<file path="config.mk">
export PLATFORM = sky130hd
export DESIGN_NAME = regula_falsi_cubic_root_top
export DESIGN_NICKNAME = d
export VERILOG_FILES = /design/src/sv/rfc_pkg.sv /design/src/sv/rfc_div.sv /design/src/sv/rfc_datapath.sv /design/src/sv/rfc_ctrl.sv /design/src/sv/regula_falsi_cubic_root_top.sv
export SDC_FILE = /design/constraint.sdc
export NUM_CORES = 2
export LEC_CHECK = 0
export ABC_CLOCK_PERIOD_IN_PS = 13100
export BUFFER_PORTS_ARGS = -buffer_cell sky130_fd_sc_hd__buf_2
export CAP_MARGIN = 20
export CELL_PAD_IN_SITES_DETAIL_PLACEMENT = 0
export CELL_PAD_IN_SITES_GLOBAL_PLACEMENT = 2
export CORE_ASPECT_RATIO = 1.75
export CORE_UTILIZATION = 41
export CTS_BUF_LIST = sky130_fd_sc_hd__clkbuf_16
export CTS_CLUSTER_DIAMETER = 150
export DETAILED_ROUTE_END_ITERATION = 8
export GPL_ROUTABILITY_DRIVEN = 0
export PLACE_DENSITY = 0.93
export SLEW_MARGIN = 30
export SYNTH_ARGS = -nofsm -noshare
export SYNTH_HDL_FRONTEND = slang
export SYNTH_SLANG_ARGS = --single-unit
</file>
<file path="constraint.sdc">
create_clock -name clk -period 13.1 [get_ports clk]
set_input_delay 2.62 -clock clk [delete_from_list [all_inputs] [get_ports clk]]
set_output_delay 2.62 -clock clk [all_outputs]
set_load 0.03 [all_outputs]
</file>
<file path="src/sv/rfc_pkg.sv">
// ----------------------------------------------------------------------------
// rfc_pkg
// Shared types, constants and saturating arithmetic helpers for the
// false-position cubic root finder.
// ----------------------------------------------------------------------------
`timescale 1ns / 1ps
`default_nettype none

package rfc_pkg;

  localparam int DataWidth = 32;
  localparam int FracBits  = 16;
  localparam int DivSteps  = DataWidth + FracBits;
  localparam int CntWidth  = $clog2(DivSteps + 1);

  localparam logic signed [DataWidth-1:0] MaxVal = {1'b0, {(DataWidth-1){1'b1}}};
  localparam logic signed [DataWidth-1:0] MinVal = {1'b1, {(DataWidth-1){1'b0}}};
  localparam logic signed [DataWidth-1:0] OneVal =
      DataWidth'(64'(1) << FracBits);

  // Result status codes.
  typedef enum logic [1:0] {
    ST_CONV    = 2'd0,
    ST_NOCONV  = 2'd1,
    ST_INVALID = 2'd2,
    ST_ZERODEN = 2'd3
  } status_t;

  // Which bracket value a function evaluation works on.
  typedef enum logic [1:0] {
    VS_A,
    VS_B,
    VS_X
  } vsel_t;

  // Operand pairs for the shared multiplier.
  typedef enum logic [1:0] {
    MUL_SQ,
    MUL_CU,
    MUL_AFB,
    MUL_BFA
  } mulsel_t;

  typedef struct packed {
    logic    load;
    logic    mul_go;
    mulsel_t mul_sel;
    vsel_t   vsel;
    logic    t_ld;
    logic    f_ld;
    logic    num_ld;
    logic    div_go;
    logic    x_ld;
    logic    upd;
  } cmd_t;

  typedef struct packed {
    logic invalid;
    logic den_zero;
    logic div_done;
    logic opp;
    logic conv;
  } stat_t;

  // Magnitude of a signed word.
  function automatic logic [DataWidth-1:0] mag(input logic signed [DataWidth-1:0] v);
    mag = v[DataWidth-1] ? DataWidth'(-v) : DataWidth'(v);
  endfunction

  // Signed value from sign and wide magnitude, saturated.
  function automatic logic signed [DataWidth-1:0] from_mag(
      input logic neg, input logic [DivSteps-1:0] m);
    logic [DivSteps-1:0] lim;
    lim = neg ? DivSteps'(MaxVal) + DivSteps'(1) : DivSteps'(MaxVal);
    if (m > lim) begin
      from_mag = neg ? MinVal : MaxVal;
    end else begin
      from_mag = neg ? DataWidth'(-m) : DataWidth'(m);
    end
  endfunction

  // Saturating difference.
  function automatic logic signed [DataWidth-1:0] sat_sub(
      input logic signed [DataWidth-1:0] a, input logic signed [DataWidth-1:0] b);
    logic signed [DataWidth:0] d;
    d = (DataWidth+1)'(a) - (DataWidth+1)'(b);
    if (d > (DataWidth+1)'(MaxVal)) begin
      sat_sub = MaxVal;
    end else if (d < (DataWidth+1)'(MinVal)) begin
      sat_sub = MinVal;
    end else begin
      sat_sub = d[DataWidth-1:0];
    end
  endfunction

endpackage

`default_nettype wire

</file>
<file path="src/sv/rfc_div.sv">
// ----------------------------------------------------------------------------
// rfc_div
// Restoring fixed-point divider, one quotient bit per cycle, saturated result.
// ----------------------------------------------------------------------------
`timescale 1ns / 1ps
`default_nettype none

module rfc_div (
  input  wire logic                                clk,
  input  wire logic                                rst,
  input  wire logic                                start,
  input  wire logic signed [rfc_pkg::DataWidth-1:0] num,
  input  wire logic signed [rfc_pkg::DataWidth-1:0] den,
  output logic                                     done,
  output logic signed [rfc_pkg::DataWidth-1:0]     quo
);
  import rfc_pkg::*;

  logic [DataWidth-1:0] ud;
  logic [DataWidth-1:0] rem;
  logic [DivSteps-1:0]  qd;
  logic                 neg;
  logic [CntWidth-1:0]  cnt;
  logic                 busy;
  logic [DataWidth:0]   trial;
  logic                 fits;

  // Shift the next dividend bit into the partial remainder and test it.
  assign trial = {rem, qd[DivSteps-1]};
  assign fits  = trial >= {1'b0, ud};

  // Control: step counter and completion pulse.
  always_ff @(posedge clk) begin
    if (rst) begin
      busy <= 1'b0;
      done <= 1'b0;
      cnt  <= '0;
    end else begin
      done <= 1'b0;
      if (start) begin
        busy <= 1'b1;
        cnt  <= CntWidth'(DivSteps);
      end else if (busy) begin
        cnt <= cnt - 1'b1;
        if (cnt == CntWidth'(1)) begin
          busy <= 1'b0;
          done <= 1'b1;
        end
      end
    end
  end

  // Datapath: remainder and combined dividend and quotient shift register.
  always_ff @(posedge clk) begin
    if (start) begin
      ud  <= mag(den);
      rem <= '0;
      qd  <= {mag(num), {FracBits{1'b0}}};
      neg <= num[DataWidth-1] ^ den[DataWidth-1];
    end else if (busy) begin
      rem <= fits ? DataWidth'(trial - {1'b0, ud}) : trial[DataWidth-1:0];
      qd  <= {qd[DivSteps-2:0], fits};
    end
  end

  assign quo = from_mag(neg, qd);

endmodule

`default_nettype wire

</file>
<file path="src/sv/rfc_datapath.sv">
// ----------------------------------------------------------------------------
// rfc_datapath
// Bracket registers, shared multiplier, function evaluation and divider.
// ----------------------------------------------------------------------------
`timescale 1ns / 1ps
`default_nettype none

module rfc_datapath (
  input  wire logic                                clk,
  input  wire logic                                rst,
  input  wire rfc_pkg::cmd_t                       cmd,
  input  wire logic signed [rfc_pkg::DataWidth-1:0] low_guess,
  input  wire logic signed [rfc_pkg::DataWidth-1:0] high_guess,
  input  wire logic [15:0]                         tolerance,
  output rfc_pkg::stat_t                           stat,
  output logic signed [rfc_pkg::DataWidth-1:0]     x_out
);
  import rfc_pkg::*;

  logic signed [DataWidth-1:0] a, b, x, fa, fb, fx, t, num;
  logic signed [DataWidth-1:0] v, ml, mr, qres, den, quo, diff;
  logic [2*DataWidth-1:0]      prod;
  logic                        pneg;
  logic                        div_done;

  // Value under evaluation.
  always_comb begin
    unique case (cmd.vsel)
      VS_A:    v = a;
      VS_B:    v = b;
      default: v = x;
    endcase
  end

  // Multiplier operand selection.
  always_comb begin
    unique case (cmd.mul_sel)
      MUL_SQ:  begin ml = v; mr = v;  end
      MUL_CU:  begin ml = t; mr = v;  end
      MUL_AFB: begin ml = a; mr = fb; end
      default: begin ml = b; mr = fa; end
    endcase
  end

  // Registered magnitude product and its sign.
  always_ff @(posedge clk) begin
    if (cmd.mul_go) begin
      prod <= mag(ml) * mag(mr);
      pneg <= ml[DataWidth-1] ^ mr[DataWidth-1];
    end
  end

  assign qres = from_mag(pneg, prod[2*DataWidth-1:FracBits]);
  assign den  = sat_sub(fb, fa);
  assign diff = sat_sub(quo, x);

  // Working registers.
  always_ff @(posedge clk) begin
    if (cmd.load) begin
      a <= low_guess;
      b <= high_guess;
    end
    if (cmd.t_ld) begin
      t <= qres;
    end
    if (cmd.f_ld) begin
      unique case (cmd.vsel)
        VS_A:    fa <= sat_sub(sat_sub(qres, v), OneVal);
        VS_B:    fb <= sat_sub(sat_sub(qres, v), OneVal);
        default: fx <= sat_sub(sat_sub(qres, v), OneVal);
      endcase
    end
    if (cmd.num_ld) begin
      num <= sat_sub(t, qres);
    end
    if (cmd.x_ld) begin
      x <= quo;
    end
    // Replace the bracket end on the same side as the new point.
    if (cmd.upd) begin
      if (stat.opp) begin
        b  <= x;
        fb <= fx;
      end else begin
        a  <= x;
        fa <= fx;
      end
    end
  end

  rfc_div u_div (
    .clk   (clk),
    .rst   (rst),
    .start (cmd.div_go),
    .num   (num),
    .den   (den),
    .done  (div_done),
    .quo   (quo)
  );

  // Status toward the controller.
  always_comb begin
    stat.invalid  = ((fa > 0) && (fb > 0)) || ((fa < 0) && (fb < 0));
    stat.den_zero = den == '0;
    stat.div_done = div_done;
    stat.opp      = ((fa < 0) && (fx > 0)) || ((fa > 0) && (fx < 0));
    stat.conv     = mag(diff) < DataWidth'(tolerance);
  end

  assign x_out = x;

endmodule

`default_nettype wire

</file>
<file path="src/sv/rfc_ctrl.sv">
// ----------------------------------------------------------------------------
// rfc_ctrl
// Sequencer for function evaluation, secant step and iteration control.
// ----------------------------------------------------------------------------
`timescale 1ns / 1ps
`default_nettype none

module rfc_ctrl (
  input  wire logic             clk,
  input  wire logic             rst,
  input  wire logic             start,
  input  wire logic             out_free,
  input  wire logic [5:0]       limit,
  input  wire rfc_pkg::stat_t   stat,
  output rfc_pkg::cmd_t         cmd,
  output logic                  idle,
  output logic                  emit,
  output rfc_pkg::status_t      code,
  output logic [5:0]            iter
);
  import rfc_pkg::*;

  typedef enum logic [3:0] {
    S_IDLE, S_SQ, S_T, S_CU, S_F, S_CHECK, S_SEC, S_M1, S_MT, S_M2,
    S_SUB, S_DIV, S_WAIT, S_UPD, S_DONE
  } state_t;

  state_t      state;
  vsel_t       phase;
  logic [5:0]  lim;

  assign lim = (limit == '0) ? 6'd1 : limit;

  // State, evaluation phase, iteration count and result code.
  always_ff @(posedge clk) begin
    if (rst) begin
      state <= S_IDLE;
      phase <= VS_A;
      iter  <= '0;
      code  <= ST_CONV;
    end else begin
      unique case (state)
        S_IDLE: begin
          if (start) begin
            phase <= VS_A;
            iter  <= '0;
            state <= S_SQ;
          end
        end
        S_SQ: state <= S_T;
        S_T:  state <= S_CU;
        S_CU: state <= S_F;
        S_F: begin
          unique case (phase)
            VS_A: begin
              phase <= VS_B;
              state <= S_SQ;
            end
            VS_B:    state <= S_CHECK;
            default: state <= S_UPD;
          endcase
        end
        S_CHECK: begin
          if (stat.invalid) begin
            code  <= ST_INVALID;
            state <= S_DONE;
          end else begin
            state <= S_SEC;
          end
        end
        S_SEC: begin
          if (stat.den_zero) begin
            code  <= ST_ZERODEN;
            state <= S_DONE;
          end else begin
            state <= S_M1;
          end
        end
        S_M1:  state <= S_MT;
        S_MT:  state <= S_M2;
        S_M2:  state <= S_SUB;
        S_SUB: state <= S_DIV;
        S_DIV: state <= S_WAIT;
        S_WAIT: begin
          if (stat.div_done) begin
            priority if (iter == '0) begin
              iter  <= 6'd1;
              phase <= VS_X;
              state <= S_SQ;
            end else if (stat.conv) begin
              code  <= ST_CONV;
              state <= S_DONE;
            end else if (iter >= lim) begin
              code  <= ST_NOCONV;
              iter  <= lim;
              state <= S_DONE;
            end else begin
              iter  <= iter + 1'b1;
              phase <= VS_X;
              state <= S_SQ;
            end
          end
        end
        S_UPD: state <= S_SEC;
        S_DONE: begin
          if (out_free) begin
            state <= S_IDLE;
          end
        end
        default: state <= S_IDLE;
      endcase
    end
  end

  // Datapath commands decoded from the state.
  always_comb begin
    cmd         = '0;
    cmd.vsel    = phase;
    cmd.mul_sel = MUL_SQ;
    unique case (state)
      S_IDLE: cmd.load = start;
      S_SQ:   cmd.mul_go = 1'b1;
      S_T:    cmd.t_ld = 1'b1;
      S_CU: begin
        cmd.mul_go  = 1'b1;
        cmd.mul_sel = MUL_CU;
      end
      S_F: cmd.f_ld = 1'b1;
      S_M1: begin
        cmd.mul_go  = 1'b1;
        cmd.mul_sel = MUL_AFB;
      end
      S_MT: cmd.t_ld = 1'b1;
      S_M2: begin
        cmd.mul_go  = 1'b1;
        cmd.mul_sel = MUL_BFA;
      end
      S_SUB:  cmd.num_ld = 1'b1;
      S_DIV:  cmd.div_go = 1'b1;
      S_WAIT: cmd.x_ld = stat.div_done && ((iter == '0) || !stat.conv);
      S_UPD:  cmd.upd = 1'b1;
      default: ;
    endcase
  end

  assign idle = state == S_IDLE;
  assign emit = state == S_DONE;

endmodule

`default_nettype wire

</file>
<file path="src/sv/regula_falsi_cubic_root_top.sv">
// From the input transfer to the loaded output register, an invalid bracket ends
// at the bracket check, a zero denominator at the initial secant point ends at the
// secant step, and otherwise every iteration waits on the 48-step bit-serial
// divider. Throughput: one item at a time; the next item is accepted once the
// result has moved into the output register.
// Synchronous active-high reset idles the controller, empties the output, and loads tolerance 7, limit 11.
// ----------------------------------------------------------------------------
// regula_falsi_cubic_root_top
// False-position root finder for x^3 - x - 1 in signed Q16.16.
// ----------------------------------------------------------------------------
`timescale 1ns / 1ps
`default_nettype none

module regula_falsi_cubic_root_top (
  input  wire logic               clk,
  input  wire logic               rst,
  input  wire logic               in_valid,
  output logic                    in_ready,
  input  wire logic signed [31:0] low_guess,
  input  wire logic signed [31:0] high_guess,
  output logic                    out_valid,
  input  wire logic               out_ready,
  output logic signed [31:0]      root,
  output logic [1:0]              status,
  output logic [5:0]              iterations_used,
  input  wire logic               cfg_valid,
  output logic                    cfg_ready,
  input  wire logic               cfg_index,
  input  wire logic [15:0]        cfg_data
);
  import rfc_pkg::*;

  localparam logic CfgTol = 1'b0;

  logic [15:0]                 tolerance;
  logic [5:0]                  iteration_limit;
  cmd_t                        cmd;
  stat_t                       stat;
  logic                        idle, emit, out_free;
  status_t                     code;
  logic [5:0]                  iter;
  logic signed [DataWidth-1:0] x;

  assign cfg_ready = 1'b1;
  assign in_ready  = idle;
  assign out_free  = !out_valid || out_ready;

  // Configuration registers.
  always_ff @(posedge clk) begin
    if (rst) begin
      tolerance       <= 16'd7;
      iteration_limit <= 6'd11;
    end else if (cfg_valid) begin
      if (cfg_index == CfgTol) begin
        tolerance <= cfg_data;
      end else begin
        iteration_limit <= cfg_data[5:0];
      end
    end
  end

  rfc_ctrl u_ctrl (
    .clk      (clk),
    .rst      (rst),
    .start    (in_valid && idle),
    .out_free (out_free),
    .limit    (iteration_limit),
    .stat     (stat),
    .cmd      (cmd),
    .idle     (idle),
    .emit     (emit),
    .code     (code),
    .iter     (iter)
  );

  rfc_datapath u_dp (
    .clk        (clk),
    .rst        (rst),
    .cmd        (cmd),
    .low_guess  (low_guess),
    .high_guess (high_guess),
    .tolerance  (tolerance),
    .stat       (stat),
    .x_out      (x)
  );

  // Output register; a finished result waits here for its transfer.
  always_ff @(posedge clk) begin
    if (rst) begin
      out_valid <= 1'b0;
    end else if (emit && out_free) begin
      out_valid <= 1'b1;
    end else if (out_ready) begin
      out_valid <= 1'b0;
    end
  end

  always_ff @(posedge clk) begin
    if (emit && out_free) begin
      root            <= (code == ST_CONV) ? x : '0;
      status          <= code;
      iterations_used <= (code == ST_INVALID) ? 6'd0 : iter;
    end
  end

endmodule

`default_nettype wire

</file>
==> results by group <==
Finish
  – Layout net count: ~10000
  – Area grow syn2layout: 9.241%
  – Fill count: 17151
  – Share of cells above drive strength 1: 0.07907

STA
  – Period minus WS final: between 10 and 15 ns
  – Slew Viols, Final: 0
  – Hold WS: 0.4622 ns
  – Slew margin rel.: 0.2373
  – Setup Skew: between 0.04 and 0.05 ns
  – Fin crit share: 0.9676
  – Final setup fails: 0
  – Max Freq: 78.89 MHz
  – Worst-Margin Slew: ~1.1 ns
  – Final hold vios: 0

Drt
  – Drt pass-1 iters: 8
  – Post-route DRC: 0
  – DR iter-0 viols: around 5200
  – Vias/cell: approximately 6
  – Post-DRT Antenna Nets: 0
  – Routed length per instance: 25.59 um
  – Post-Route WL: 280.1 mm
  – Via count: 64188

Setup path
  – CP Capture Type: flop
  – Crit Path Max Fanout: 28
  – CP required: between 10 and 15 ns
  – Worst Path Buf+Inv: 8
  – CP arrival: 13.12 ns
  – CP Launch Type: flop
  – Delay of the slowest critical-path stage: 0.58 ns
  – Crit-path most repeated cell: fa_1
  – Slowest cell on crit path: nor2b_1
  – Crit path max-delay family: adder cells
  – Setup CP Type: reg -> reg

Placed design
  – PortBufs: 127
  – Detailed Place HPWL: 226.6 mm

Logic synthesis
  – #FFs+latches synth: 503
  – Ys async rst share: 0
  – Synth area leader: fa_1
  – Top cells by area, synth: fa_1 25%, edfxtp_1 12%, ha_1 9.0%
  – Mapped Cells: between 8000 and 9000
  – Avg Inst Size Synth: between 8 and 9 sq um
  – Number of flops mapped to enable cells by yosys: between 200 and 300
  – Post-synth net total: 10117
  – Netlist cell types: 109
  – Primary FF master, synth: edfxtp_1
  – Cell Area, Synth: 0.07199 sq mm
  – Yosys synthesis warning count: 0
  – Synth top area share: 0.2503
  – Sequential fraction of the synthesis area: 0.1791

Clock tree
  – H-tree depth: 2
  – Clk root buf: clkbuf_16
  – Total CTS buffers: 53
  – # hold bufs at CTS: 0
  – Max Root-Sink Buffers: 3
  – Clk_lat worst skew: around 0.71 ns
  – Clock transition at the registers of the reported paths: 0.07 ns
  – Clock Sinks: 503
  – CTS tree: built

Floorplan
  – Core Rows: 203
  – Die H: roughly 560 um
  – Initial Utilization: 0.4126
  – Core Region: 0.1745 sq mm
  – Die span in x: 318.8 um
  – Top Ports: 129
  – Die Footprint: 0.1773 sq mm

Job
  – Max_cap viols: 0

Global routing
  – First-pass GRT wire length: 413.5 mm
  – Vias in the first global route: approximately 65000
  – GRT Overall Usage: 0.3155
  – Pin count of the biggest net entering global routing: roughly 110
  – Antenna violations before repair: 38
  – Grt ovf: 0

Min path
  – Worst Hold Class: reg -> reg

Outcome
  – Status: complete, no violations
final timing paths:
| check | start | endpoint | slack [ns] | cells after the start |
|---|---|---|---|---|
| setup / recovery | u_ctrl.state[2] | u_dp.prod[52] | 0.42 | 45 |
| hold / removal | tolerance[9] | tolerance[9] | 0.46 | 2 |
| setup reg to reg | u_ctrl.state[2] | u_dp.prod[52] | 0.42 | 45 |
| hold reg to reg | tolerance[9] | tolerance[9] | 0.46 | 2 |
cell type report:
cell class | instances | area [sq um] | area share
well taps | 2255 | 2821 | 0.03588
clock buffers | 56 | 1401 | 0.01782
inverters | 1197 | 4497 | 0.05718
clock inverters | 43 | 422.9 | 0.005377
diodes | 40 | 100.1 | 0.001273
repair buffers | 400 | 2789 | 0.03546
flip-flops and latches | 503 | 12900 | 0.1641
multi-input cells | 6452 | 53710 | 0.6829
cell usage after synthesis (14+ instances only):
cell type	n
nor2b_1	136
clkbuf_1	396
buf_1	24
dfxtp_1	221
or3_1	82
o31ai_1	51
xor2_1	115
nand4_1	72
nand3_1	118
o21ai_1	31
o21a_1	67
ha_1	519
edfxtp_1	282
nor2_1	498
or2_2	20
xnor2_1	166
nor3_1	148
a21oi_1	406
maj3_1	23
a22oi_1	36
nor4_1	58
nand2_1	1372
buf_2	35
o21ai_0	474
o211ai_1	52
a31oi_1	109
a21o_1	118
inv_1	1195
or4_1	25
a211oi_1	47
and3_1	31
mux2i_1	156
and2_1	134
o21bai_1	25
o22ai_1	33
fa_1	900
nand2b_1	76
o22a_1	35
nor3b_1	14
layer usage:
metal,part of all wire,track usage,wire [um],up-vias
li1,-,-,-,28626
met1,0.32,0.3103,88900,31498
met2,0.49,0.5461,137400,2871
met3,0.063,0.05017,17690,1165
met4,0.13,0.3343,35980,28
met5,0.00064,0,179,-
what timing repair did:
item | CTS | global route
buffers inserted | 0 | 4
setup endpoints to repair | 0 | 56
resized for setup | 0 | 17
endpoints found under the hold margin | 0 | 0
cells in the final DEF, fill, tap and decap left out, types with 66 or more instances in the layout:
master and count:
nand2_1 1370, inv_1 1200, fa_1 900, ha_1 519, nor2_1 492, o21ai_0 461, a21oi_1 399, edfxtp_1 282
buf_4 260, dfxtp_1 218, mux2i_1 156, nor3_1 142, nor2b_1 135, and2_1 134, xnor2_1 128, buf_2 127
nand3_1 118, a21o_1 117, a31oi_1 107, xor2_1 90, or3_1 81, nand2b_1 76, nand4_1 72, o21a_1 66
per-stage QoR:
stage / TNS [ns] / worst slack (ns) / utilization / area [sq um] / std cells
2_1_floorplan: 0 / 1.648 / - / 71990 / 8612
3_3_place_gp: 0 / 0.4534 / 0.4374 / 76320 / 10794
3_5_place_dp: 0 / 0.4446 / 0.4382 / 76470 / 10797
4_1_cts: 0 / 0.3990 / 0.4487 / 78290 / 10896
5_1_grt: -0.02433 / -0.02247 / 0.4505 / 78620 / 10934
6_report: 0 / 0.4245 / 0.4507 / 78650 / 10946
kinds of logic (layout without fill, tap and decap cells):
logic type | count (synthesis) | after routing | synth area share
AOI/OAI and AO/OA | 1698 | 1698 | 0.1491
xor gates and xnor gates | 281 | 281 | 0.03419
adders and majority gates | 1442 | 1442 | 0.3437
buffers and inverters | 1657 | 1696 | 0.08742
DFF | 503 | 503 | 0.1791
muxes | 168 | 168 | 0.02357
other | 1 | 41 | 0.00005209
and+or+nand+nor | 2862 | 2862 | 0.1830
sequential cells by signal, summed over array words and instances, names as in the netlist, 16 cells and up:
signal and count:
root 32, tolerance 16, u_dp.a 32, u_dp.b 32
u_dp.fa 32, u_dp.fb 32, u_dp.fx 32, u_dp.num 32
u_dp.prod 48, u_dp.t 32, u_dp.u_div.qd 48, u_dp.u_div.rem 32
u_dp.u_div.ud 32, u_dp.x_out 32
worst register-to-register path: cells and delay by family (launching register included):
family,cells,cell delay (ns)
AOI/OAI and AO/OA,14,3.04
adders and majority gates,10,4.59
xor gates and xnor gates,2,0.26
buffers and inverters,8,1.10
and+or+nand+nor,10,2.82
DFF,1,0.44
muxes,1,0.20
Power is left out: the tool's default activity adds up to more than one toggle a clock period on the data nets, which glitch-free logic cannot reach.
